## config.mk

```make
export PLATFORM = sky130hd
export DESIGN_NAME = adsr_envelope_generator
export DESIGN_NICKNAME = d
export VERILOG_FILES = /design/src/rtl/core/adsr_pkg.sv /design/src/rtl/core/adsr_envelope_generator.sv
export SDC_FILE = /design/constraint.sdc
export NUM_CORES = 2
export LEC_CHECK = 0
export BUFFER_PORTS_ARGS = -buffer_cell sky130_fd_sc_hd__buf_2
export CORE_MARGIN = 2
export CORE_UTILIZATION = 55
export CTS_BUF_LIST = sky130_fd_sc_hd__clkbuf_4 sky130_fd_sc_hd__clkbuf_8 sky130_fd_sc_hd__clkbuf_16
export DETAILED_ROUTE_END_ITERATION = 8
export PLACE_DENSITY = 0.72
export REMOVE_ABC_BUFFERS = 1
export SYNTH_ARGS = -nofsm -noshare
export SYNTH_HDL_FRONTEND = slang
export SYNTH_SLANG_ARGS = --single-unit
```

## constraint.sdc

```tcl
create_clock -name aclk -period 14.55 [get_ports aclk]
set_clock_uncertainty 0.1 [all_clocks]
set_input_delay 1.455 -clock aclk [delete_from_list [all_inputs] [get_ports aclk]]
set_output_delay 1.455 -clock aclk [all_outputs]
set_load 0.03 [all_outputs]
```

## src/rtl/core/adsr_pkg.sv

```systemverilog
`timescale 1ns / 1ps

package adsr_pkg;

    localparam int DAC_BITS            = 12;
    localparam int LEVEL_FRACTION_BITS = 24;

    // Q1.F level
    localparam int LEVEL_W = LEVEL_FRACTION_BITS + 1;
    // widths fixed by the register map
    localparam int CFG_LEVEL_W  = 25;
    localparam int CFG_MULT_W   = 16;
    localparam int CFG_MARGIN_W = 21;
    localparam int CFG_DATA_W   = 25;
    localparam int CFG_INDEX_W  = 3;

    // headroom for level sums
    localparam int ACC_W  = ((LEVEL_W > CFG_LEVEL_W) ? LEVEL_W : CFG_LEVEL_W) + 1;
    localparam int MULT_W = 16;
    localparam int PROD_W = LEVEL_W + MULT_W;
    localparam int CODE_W = PROD_W - LEVEL_FRACTION_BITS;

    localparam logic [LEVEL_W-1:0] FULL_SCALE = {1'b1, {LEVEL_FRACTION_BITS{1'b0}}};
    localparam logic [MULT_W-1:0]  DAC_MAX    = MULT_W'((1 << DAC_BITS) - 1);

    // register indexes
    localparam logic [CFG_INDEX_W-1:0] REG_ATTACK_INC  = 3'd0;
    localparam logic [CFG_INDEX_W-1:0] REG_DECAY_MULT  = 3'd1;
    localparam logic [CFG_INDEX_W-1:0] REG_SUSTAIN     = 3'd2;
    localparam logic [CFG_INDEX_W-1:0] REG_RELEASE_MUL = 3'd3;
    localparam logic [CFG_INDEX_W-1:0] REG_MARGIN      = 3'd4;

    // register reset values
    localparam logic [CFG_LEVEL_W-1:0]  RST_ATTACK_INC  = 25'd2181;
    localparam logic [CFG_MULT_W-1:0]   RST_DECAY_MULT  = 16'd65470;
    localparam logic [CFG_LEVEL_W-1:0]  RST_SUSTAIN     = 25'd8388608;
    localparam logic [CFG_MULT_W-1:0]   RST_RELEASE_MUL = 16'd65470;
    localparam logic [CFG_MARGIN_W-1:0] RST_MARGIN      = 21'd16777;

    // envelope phase, as reported on the result channel
    typedef enum logic [2:0] {
        PH_ATTACK  = 3'd0,
        PH_DECAY   = 3'd1,
        PH_SUSTAIN = 3'd2,
        PH_RELEASE = 3'd3,
        PH_STOPPED = 3'd4
    } phase_t;

endpackage

```

## src/rtl/core/adsr_envelope_generator.sv

```systemverilog
`timescale 1ns / 1ps
// ADSR envelope generator.
// Input channel (s_valid/s_ready/s_gate_level): one transfer per envelope
// tick, carrying the note gate for that tick. A rising gate restarts attack
// from the current level; a low gate sends any active phase to release.
// Result channel (m_valid/m_ready/m_dac_code/m_phase_now): one transfer per
// tick, the level scaled by 4095 (truncated) and the phase after the tick.
// Config port (cfg_wr_en/cfg_index/cfg_wr_data): single-cycle register write,
// index 0..4; other indexes are dropped. Write only while the block is idle.
// Sequencing: one shared 25x16 multiplier, reused by decay, release and DAC
// scaling under a small sequencer. A tick runs the decay multiply and add
// if decay is active, a hold step, the release multiply and finish if release
// is active, then the DAC multiply and the output step; s_ready rises with
// m_valid, so the block takes no new tick until the last result is registered.
// Reset: level 0, phase stopped, gate low, registers to their defaults.
// Stall: the result register holds while m_ready is low; the block may take
// the next tick meanwhile but waits in its last step until the result slot
// frees up.

module adsr_envelope_generator
    import adsr_pkg::*;
(
    input  logic                    aclk,
    input  logic                    aresetn,
    input  logic                    cfg_wr_en,
    input  logic [CFG_INDEX_W-1:0]  cfg_index,
    input  logic [CFG_DATA_W-1:0]   cfg_wr_data,
    input  logic                    s_valid,
    output logic                    s_ready,
    input  logic                    s_gate_level,
    output logic                    m_valid,
    input  logic                    m_ready,
    output logic [DAC_BITS-1:0]     m_dac_code,
    output logic [2:0]              m_phase_now
);

    // sequencer, one-hot
    typedef enum logic [7:0] {
        ST_IDLE      = 8'b0000_0001,
        ST_DECAY_MUL = 8'b0000_0010,
        ST_DECAY_ADD = 8'b0000_0100,
        ST_HOLD      = 8'b0000_1000,
        ST_REL_MUL   = 8'b0001_0000,
        ST_REL_FIN   = 8'b0010_0000,
        ST_DAC_MUL   = 8'b0100_0000,
        ST_OUT       = 8'b1000_0000
    } seq_t;

    seq_t state_reg, state_next;

    // configuration
    logic [CFG_LEVEL_W-1:0]  attack_inc_reg;
    logic [CFG_MULT_W-1:0]   decay_mult_reg;
    logic [CFG_LEVEL_W-1:0]  sustain_reg;
    logic [CFG_MULT_W-1:0]   release_mult_reg;
    logic [CFG_MARGIN_W-1:0] margin_reg;

    // envelope state, also the working value during a tick
    logic [LEVEL_W-1:0] level_reg, level_next;
    phase_t             phase_reg, phase_next;
    logic               gate_reg, gate_next;
    logic               below_sus_reg, below_sus_next;

    // shared multiplier
    logic [LEVEL_W-1:0] mul_a;
    logic [MULT_W-1:0]  mul_b;
    logic [PROD_W-1:0]  prod_reg;

    // result register
    logic                m_valid_reg, m_valid_next;
    logic [DAC_BITS-1:0] dac_reg, dac_next;
    phase_t              out_phase_reg, out_phase_next;

    // derived values
    logic [LEVEL_W-1:0] sus;
    logic [ACC_W-1:0]   sus_margin;
    logic [ACC_W-1:0]   attack_sum;
    logic [LEVEL_W-1:0] prod_q16;
    logic [ACC_W-1:0]   decay_up;
    logic [LEVEL_W-1:0] decay_lvl;
    logic [CODE_W-1:0]  code_wide;
    logic               rise;
    phase_t             start_phase;
    logic               out_free;

    // sustain saturated to full scale
    assign sus = (ACC_W'(sustain_reg) > ACC_W'(FULL_SCALE)) ? FULL_SCALE
                                                              : LEVEL_W'(sustain_reg);
    assign sus_margin = ACC_W'(sus) + ACC_W'(margin_reg);
    assign prod_q16   = prod_reg[PROD_W-1:MULT_W];
    assign decay_up   = ACC_W'(sus) + ACC_W'(prod_q16);
    assign decay_lvl  = below_sus_reg ? (sus - prod_q16) : LEVEL_W'(decay_up);
    assign code_wide  = prod_reg[PROD_W-1:LEVEL_FRACTION_BITS];

    assign rise        = s_gate_level & ~gate_reg;
    assign start_phase = rise ? PH_ATTACK : phase_reg;
    assign attack_sum  = ACC_W'(level_reg) + ACC_W'(attack_inc_reg);
    assign out_free    = ~m_valid_reg | m_ready;

    assign s_ready     = (state_reg == ST_IDLE);
    assign m_valid     = m_valid_reg;
    assign m_dac_code  = dac_reg;
    assign m_phase_now = out_phase_reg;

    // operand select for the shared multiplier
    always_comb begin
        unique case (state_reg)
            ST_DECAY_MUL: begin
                mul_a = (level_reg < sus) ? (sus - level_reg) : (level_reg - sus);
                mul_b = decay_mult_reg;
            end
            ST_REL_MUL: begin
                mul_a = level_reg;
                mul_b = release_mult_reg;
            end
            default: begin
                mul_a = level_reg;
                mul_b = DAC_MAX;
            end
        endcase
    end

    always_ff @(posedge aclk) begin
        prod_reg <= PROD_W'(mul_a) * PROD_W'(mul_b);
    end

    always_comb begin
        state_next     = state_reg;
        level_next     = level_reg;
        phase_next     = phase_reg;
        gate_next      = gate_reg;
        below_sus_next = below_sus_reg;
        m_valid_next   = m_valid_reg & ~m_ready;
        dac_next       = dac_reg;
        out_phase_next = out_phase_reg;

        unique case (state_reg)
            ST_IDLE: begin
                if (s_valid) begin
                    gate_next  = s_gate_level;
                    phase_next = start_phase;
                    state_next = ST_HOLD;
                    // attack step
                    if (start_phase == PH_ATTACK) begin
                        if (attack_sum >= ACC_W'(FULL_SCALE)) begin
                            level_next = FULL_SCALE;
                            phase_next = PH_DECAY;
                            state_next = ST_DECAY_MUL;
                        end else begin
                            level_next = LEVEL_W'(attack_sum);
                        end
                    end else if (start_phase == PH_DECAY) begin
                        state_next = ST_DECAY_MUL;
                    end
                end
            end
            ST_DECAY_MUL: begin
                below_sus_next = (level_reg < sus);
                state_next     = ST_DECAY_ADD;
            end
            ST_DECAY_ADD: begin
                level_next = decay_lvl;
                if (ACC_W'(decay_lvl) <= sus_margin) begin
                    phase_next = PH_SUSTAIN;
                end
                state_next = ST_HOLD;
            end
            ST_HOLD: begin
                if (phase_reg == PH_SUSTAIN) begin
                    level_next = sus;
                end
                if (!gate_reg && (phase_reg == PH_ATTACK || phase_reg == PH_DECAY ||
                                  phase_reg == PH_SUSTAIN)) begin
                    phase_next = PH_RELEASE;
                    state_next = ST_REL_MUL;
                end else if (phase_reg == PH_RELEASE) begin
                    state_next = ST_REL_MUL;
                end else begin
                    state_next = ST_DAC_MUL;
                end
            end
            ST_REL_MUL: begin
                state_next = ST_REL_FIN;
            end
            ST_REL_FIN: begin
                if (ACC_W'(prod_q16) <= ACC_W'(margin_reg)) begin
                    level_next = '0;
                    phase_next = PH_STOPPED;
                end else begin
                    level_next = prod_q16;
                end
                state_next = ST_DAC_MUL;
            end
            ST_DAC_MUL: begin
                state_next = ST_OUT;
            end
            ST_OUT: begin
                if (out_free) begin
                    m_valid_next   = 1'b1;
                    out_phase_next = phase_reg;
                    dac_next = (code_wide > CODE_W'(DAC_MAX)) ? DAC_BITS'(DAC_MAX)
                                                               : code_wide[DAC_BITS-1:0];
                    state_next = ST_IDLE;
                end
            end
            default: begin
                state_next = ST_IDLE;
            end
        endcase
    end

    always_ff @(posedge aclk) begin
        if (!aresetn) begin
            state_reg     <= ST_IDLE;
            level_reg     <= '0;
            phase_reg     <= PH_STOPPED;
            gate_reg      <= 1'b0;
            m_valid_reg   <= 1'b0;
            out_phase_reg <= PH_STOPPED;
        end else begin
            state_reg     <= state_next;
            level_reg     <= level_next;
            phase_reg     <= phase_next;
            gate_reg      <= gate_next;
            m_valid_reg   <= m_valid_next;
            out_phase_reg <= out_phase_next;
        end
    end

    always_ff @(posedge aclk) begin
        below_sus_reg <= below_sus_next;
        dac_reg       <= dac_next;
    end

    // register writes
    always_ff @(posedge aclk) begin
        if (!aresetn) begin
            attack_inc_reg   <= RST_ATTACK_INC;
            decay_mult_reg   <= RST_DECAY_MULT;
            sustain_reg      <= RST_SUSTAIN;
            release_mult_reg <= RST_RELEASE_MUL;
            margin_reg       <= RST_MARGIN;
        end else if (cfg_wr_en) begin
            unique case (cfg_index)
                REG_ATTACK_INC:  attack_inc_reg   <= cfg_wr_data[CFG_LEVEL_W-1:0];
                REG_DECAY_MULT:  decay_mult_reg   <= cfg_wr_data[CFG_MULT_W-1:0];
                REG_SUSTAIN:     sustain_reg      <= cfg_wr_data[CFG_LEVEL_W-1:0];
                REG_RELEASE_MUL: release_mult_reg <= cfg_wr_data[CFG_MULT_W-1:0];
                REG_MARGIN:      margin_reg       <= cfg_wr_data[CFG_MARGIN_W-1:0];
                default: begin
                end
            endcase
        end
    end

endmodule

```

=== Word-level counts from Yosys, hierarchy flattened ===
Index checks and enable logic that the tools add are counted.

* Register bits: 198
* Bits of input ports: 34
* Output and inout bits: 17
* Logic and storage cells: 103

* Add/subtract/negate cells: 6
* Multipliers: 1
* Order comparisons: 6
* Eq/ne operators: 23
* Mux-type cells: 29
* Bitwise gates (word level): 6
* Reductions and logical operators: 18

{| class="wikitable"
|+ Operators with widths
! cell !! count
|-
| $mux W25 || 9
|-
| $pmux W25 S4 || 1
|-
| $sub A25 B25 Y25 || 3
|-
| $pmux W8 S8 || 1
|-
| $mul A25 B16 Y41 || 1
|-
| $pmux W16 S2 || 1
|-
| $add A25 B21 Y26 || 1
|-
| $add A25 B25 Y26 || 1
|-
| $ge A26 B25 Y1 const B || 1
|-
| $le A25 B26 Y1 || 1
|-
| $add A25 B25 Y25 || 1
|-
| $gt A25 B25 Y1 const B || 1
|-
| $le A25 B21 Y1 || 1
|-
| $lt A25 B25 Y1 || 1
|-
| $mux W8 || 3
|-
| $mux W3 || 7
|-
| $gt A17 B12 Y1 const B || 1
|-
| $reduce_and A2 Y1 || 8
|-
| $mux W7 || 2
|-
| $eq A3 B2 Y1 const B || 4
|-
| $ne A2 B2 Y1 const B || 6
|-
| $pmux W3 S4 || 1
|-
| $eq A3 B1 Y1 const B || 3
|-
| $logic_not A3 Y1 || 3
|-
| 21 further kinds || 27
|}

=== Depth between registers and ports, before layout ===
* Word-level depth: 8
* Mapped depth: 45
* Gate-level depth less buffers: 42

=== Worst setup path before layout ===
No wires, ideal clock.

* Path kind: register -> register
* From: reg sustain_reg[18]
* To: reg prod_reg[37]
* Setup time: 0.072 ns
* Arrival time: 10.074 ns
* Data required time: 14.378 ns
* Slack: 4.304 ns
* Cell stages (with the launch flop): 40
* Path buffers: 3
* Period minus slack after synthesis: 10.246 ns
* Path through: dfxtp_1 > nor4_1 > nand4_1 > o21ai_1 > clkbuf_1 > nand2_1 > inv_1 > ha_1 > buf_2 > a211oi_2 > o21ai_1 > a221o_1 > o31ai_4 > nand2_4 > mux2_4 > a221o_1 > a211oi_1 > xor2_1 > [4 not listed] > fa_1 > inv_1 > fa_1 > fa_1 > fa_1 > inv_1 > fa_1 > inv_1 > ha_1 > a21oi_1 > o21ai_0 > or4_1 > a211oi_1 > and4b_1 > a21boi_1 > o21ai_0 > a21oi_1 > xnor2_1

* Cells in the longest elaborated chain, start to end: 6
* Elaborated cells on any way between the ends: 8
* Classes of those cells: add/sub: 2; mul: 1; order compare: 2; mux: 3

{| class="wikitable"
|+ Ends and longest elaborated chain
! what !! RTL line !! source
|-
| start, declared || adsr_envelope_generator.sv:54 || <nowiki>logic [CFG_LEVEL_W-1:0] sustain_reg;</nowiki>
|-
| start signal, assigned || adsr_envelope_generator.sv:247 || <nowiki>REG_SUSTAIN: sustain_reg <= cfg_wr_data[CFG_LEVEL_W-1:0];</nowiki>
|-
| $gt A25 B25 Y1 || adsr_envelope_generator.sv:87 || <nowiki>assign sus = (ACC_W'(sustain_reg) > ACC_W'(FULL_SCALE)) ? FULL_SCALE</nowiki>
|-
| $mux W25 (*) || adsr_envelope_generator.sv:87 ||
|-
| $sub A25 B25 Y25 or $lt A25 B25 Y1 (tied branches) || adsr_envelope_generator.sv:109 || <nowiki>mul_a = (level_reg < sus) ? (sus - level_reg) : (level_reg - sus);</nowiki>
|-
| $mux W25 (*) || adsr_envelope_generator.sv:109 ||
|-
| $mux W25 (*) || adsr_envelope_generator.sv:107 || <nowiki>unique case (state_reg)</nowiki>
|-
| $mul A25 B16 Y41 (*) || adsr_envelope_generator.sv:124 || <nowiki>prod_reg <= PROD_W'(mul_a) * PROD_W'(mul_b);</nowiki>
|-
| end signal, assigned || adsr_envelope_generator.sv:124 ||
|-
| end, declared || adsr_envelope_generator.sv:67 || <nowiki>logic [PROD_W-1:0] prod_reg;</nowiki>
|}

Every way passes the cells marked *; elsewhere a longest branch is shown, timed or not.
A chain may end at the register's enable or synchronous reset.

=== Final worst setup path ===
* From: reg sustain_reg[22]
* To: reg prod_reg[37]

Same word-level chain as after synthesis.

==> results.yml <==
place:
  numPortBuffers: 50
  dp_hpwl_um: 73900
  dp.cells: 3998
  gp_congestion: 1.01
worst_setup_path:
  r2r_slack_ns: 1.88
  cpPeakStageDelay_ns: 0.92
  path_max_fanout: 18
  ff2ff_path_depth: 38
  end_kind: "flop"
  startpoint_type: "flop"
  critPathRequiredTime_ns: 14.86
  r2r_end: "prod_reg[37]"
  cp_common_cell: "fa_1"
  cp.arrival_ns: 12.98
  path_class: "reg2reg"
  slowest_stage: "nor4_1"
  r2r_start: "sustain_reg[22]"
logic_synthesis:
  postSynthCellCount: 3380
  ys.flop_type: "dfxtp_1"
  ys_seq_elements: 182
  async_flop_share: 0
  synth.avg_cell_area_um2: 8.03
  synth_area_um2: 27100
  synth_edf_count: 13
  ys_seq_area_frac: 0.139
  synth_warnings: 0
  synth_most_common_cell: "nand2_1"
  synth_top_area_cell: "fa_1"
  synth.area.top_cells: "fa_1 (24%), ha_1 (13%), dfxtp_1 (12%)"
  synth_common_cells: "nand2_1 (588), inv_1 (455), fa_1 (324)"
  synth_cell_types: 87
  synth_top_area_frac: 0.239
grt:
  antenna_found_initial: 1
  grt_max_degree: 86
  track_usage: 0.369
  grt_overflow: 0
  grt_pass1_wl_um: 142000
  grt_pass1_vias: 24400
route:
  wl_per_cell_um: 23.0
  vias_per_cell: 6.16
  drc_errors: 0
  dr.pass1.iters: 6
  wl_um: 92700
  ant_nets: 0
  drt_iter0_drc: 2750
  vias: 24800
worst_hold_path:
  min_to: "m_phase_now[2]"
  hold_depth: 2
  hp-class: "reg2reg"
  hp-start: "m_phase_now[2]"
clocking:
  cts_setup_buffers: 0
  clockBufferDepth: 2
  cts_buffers: 17
  post_cts_resized: 0
  h-tree-depth: 4
  cts_root_buffer: "clkbuf_16"
  clock-sinks: 182
  clkTransAtPathRegs_ns: 0.08
  clk_latency_ns: 0.47
  cts_tree: "yes"
  ctsHoldBuffers: 0
sta:
  tightestPinTransition_ns: 1.30
  slew_violations: 0
  fmax_ghz: 0.0789
  min_period_over_period: 0.871
  relSlewSlack: 0.130
  fin_crit_ns: 12.67
  setup_violations: 0
  hold_viol: 0
  rsz0062_at_grt: "false"
  setup_tns_ns: 0
floorplan:
  initial_core_util: 0.555
  std_cell_rows: 81
  die_height_um: 226
  core_um2: 48800
  fp.dieW_um: 226
  io_pins: 51
  die_area_um2: 51100
cells_and_area:
  drive_gt1_frac: 0.0472
  fin_cells: 4030
  n_antenna_cell: 0
  nFillCells: 4640
  nets: 3987
  syn2layout_area_growth_pct: 5.31
status:
  status: "complete, no violations"
flow_run:
  cap_violations: 0
-- layout by cell type, fill, tap and decap left out, types with 26 or more instances in the layout --
cell / instances
o21ai_0: 114
ha_1: 276
a31oi_1: 26
nand2_1: 588
a221oi_1: 27
and2_1: 60
o21a_1: 33
nand3_1: 72
nor3_1: 38
nand4_1: 27
a21oi_1: 167
fa_1: 324
a21boi_0: 74
xor2_1: 40
buf_2: 49
xnor2_1: 96
nor2_1: 223
buf_4: 37
a21o_1: 73
inv_1: 455
dfxtp_1: 169
nor2b_1: 27
-- cell families (layout without fill, tap and decap cells) --
group,count (synthesis),count (layout),synth area share
xor gates and xnor gates,136,136,0.0439
muxes,23,23,0.00904
and+or+nand+nor,1153,1153,0.188
adders and majority gates,600,600,0.366
buffers and inverters,590,576,0.0822
DFF,182,182,0.139
AOI/OAI and AO/OA,696,696,0.172
-- through the flow --
stage | instance area (um2) | worst slack, ns | util | hold slack [ns]
detailed placement | 28000 | 2.37 | 0.573 | 0.357
finish | 28600 | 1.88 | 0.585 | 0.371
CTS | 28600 | 2.31 | 0.585 | 0.374
floorplan | 26600 | 4.06 | - | 0.339
global placement | 28000 | 2.45 | 0.573 | 0.351
global route | 28600 | 1.39 | 0.585 | 0.393
-- worst max-delay path, delay by kind of cell (launching register included) --
family                     cells  cell delay [ns]
AOI/OAI and AO/OA             15             4.59
DFF                            1             0.37
buffers and inverters          6             0.86
adders and majority gates      8             3.80
xor gates and xnor gates       2             0.32
and+or+nand+nor                7             2.51
-- worst max-delay path by stage --
stage	from	depth (start not counted)	end
finish	sustain_reg[22]	38	prod_reg[37]
global placement	sustain_reg[12]	39	prod_reg[37]
floorplan	sustain_reg[18]	36	prod_reg[37]
global route	sustain_reg[22]	38	prod_reg[37]
detailed placement	sustain_reg[22]	39	prod_reg[37]
CTS	sustain_reg[22]	39	prod_reg[37]
-- final cells by class --
cell class | count | area, um2 | share of cell area
Clock buffer | 21 | 480 | 0.0168
Clock inverter | 11 | 86.3 | 0.00302
Inverter | 458 | 1720 | 0.0602
Multi-Input combinational cell | 2608 | 21200 | 0.741
Sequential cell | 182 | 3770 | 0.132
Tap cell | 664 | 831 | 0.0291
Timing Repair Buffer | 86 | 523 | 0.0183
-- per-layer routing --
| layer | global-route usage | routed length (um) | vias to the layer above |
|---|---|---|---|
| met3 | 0.0783 | 9460 | 282 |
| met5 | 0 | 0 | - |
| met1 | 0.489 | 37200 | 12100 |
| met4 | 0.162 | 4360 | 0 |
| li1 | - | - | 11100 |
| met2 | 0.581 | 41700 | 1367 |
Power is left out: the tool's default activity adds up to more than one toggle a clock period on the data nets, which glitch-free logic cannot reach.
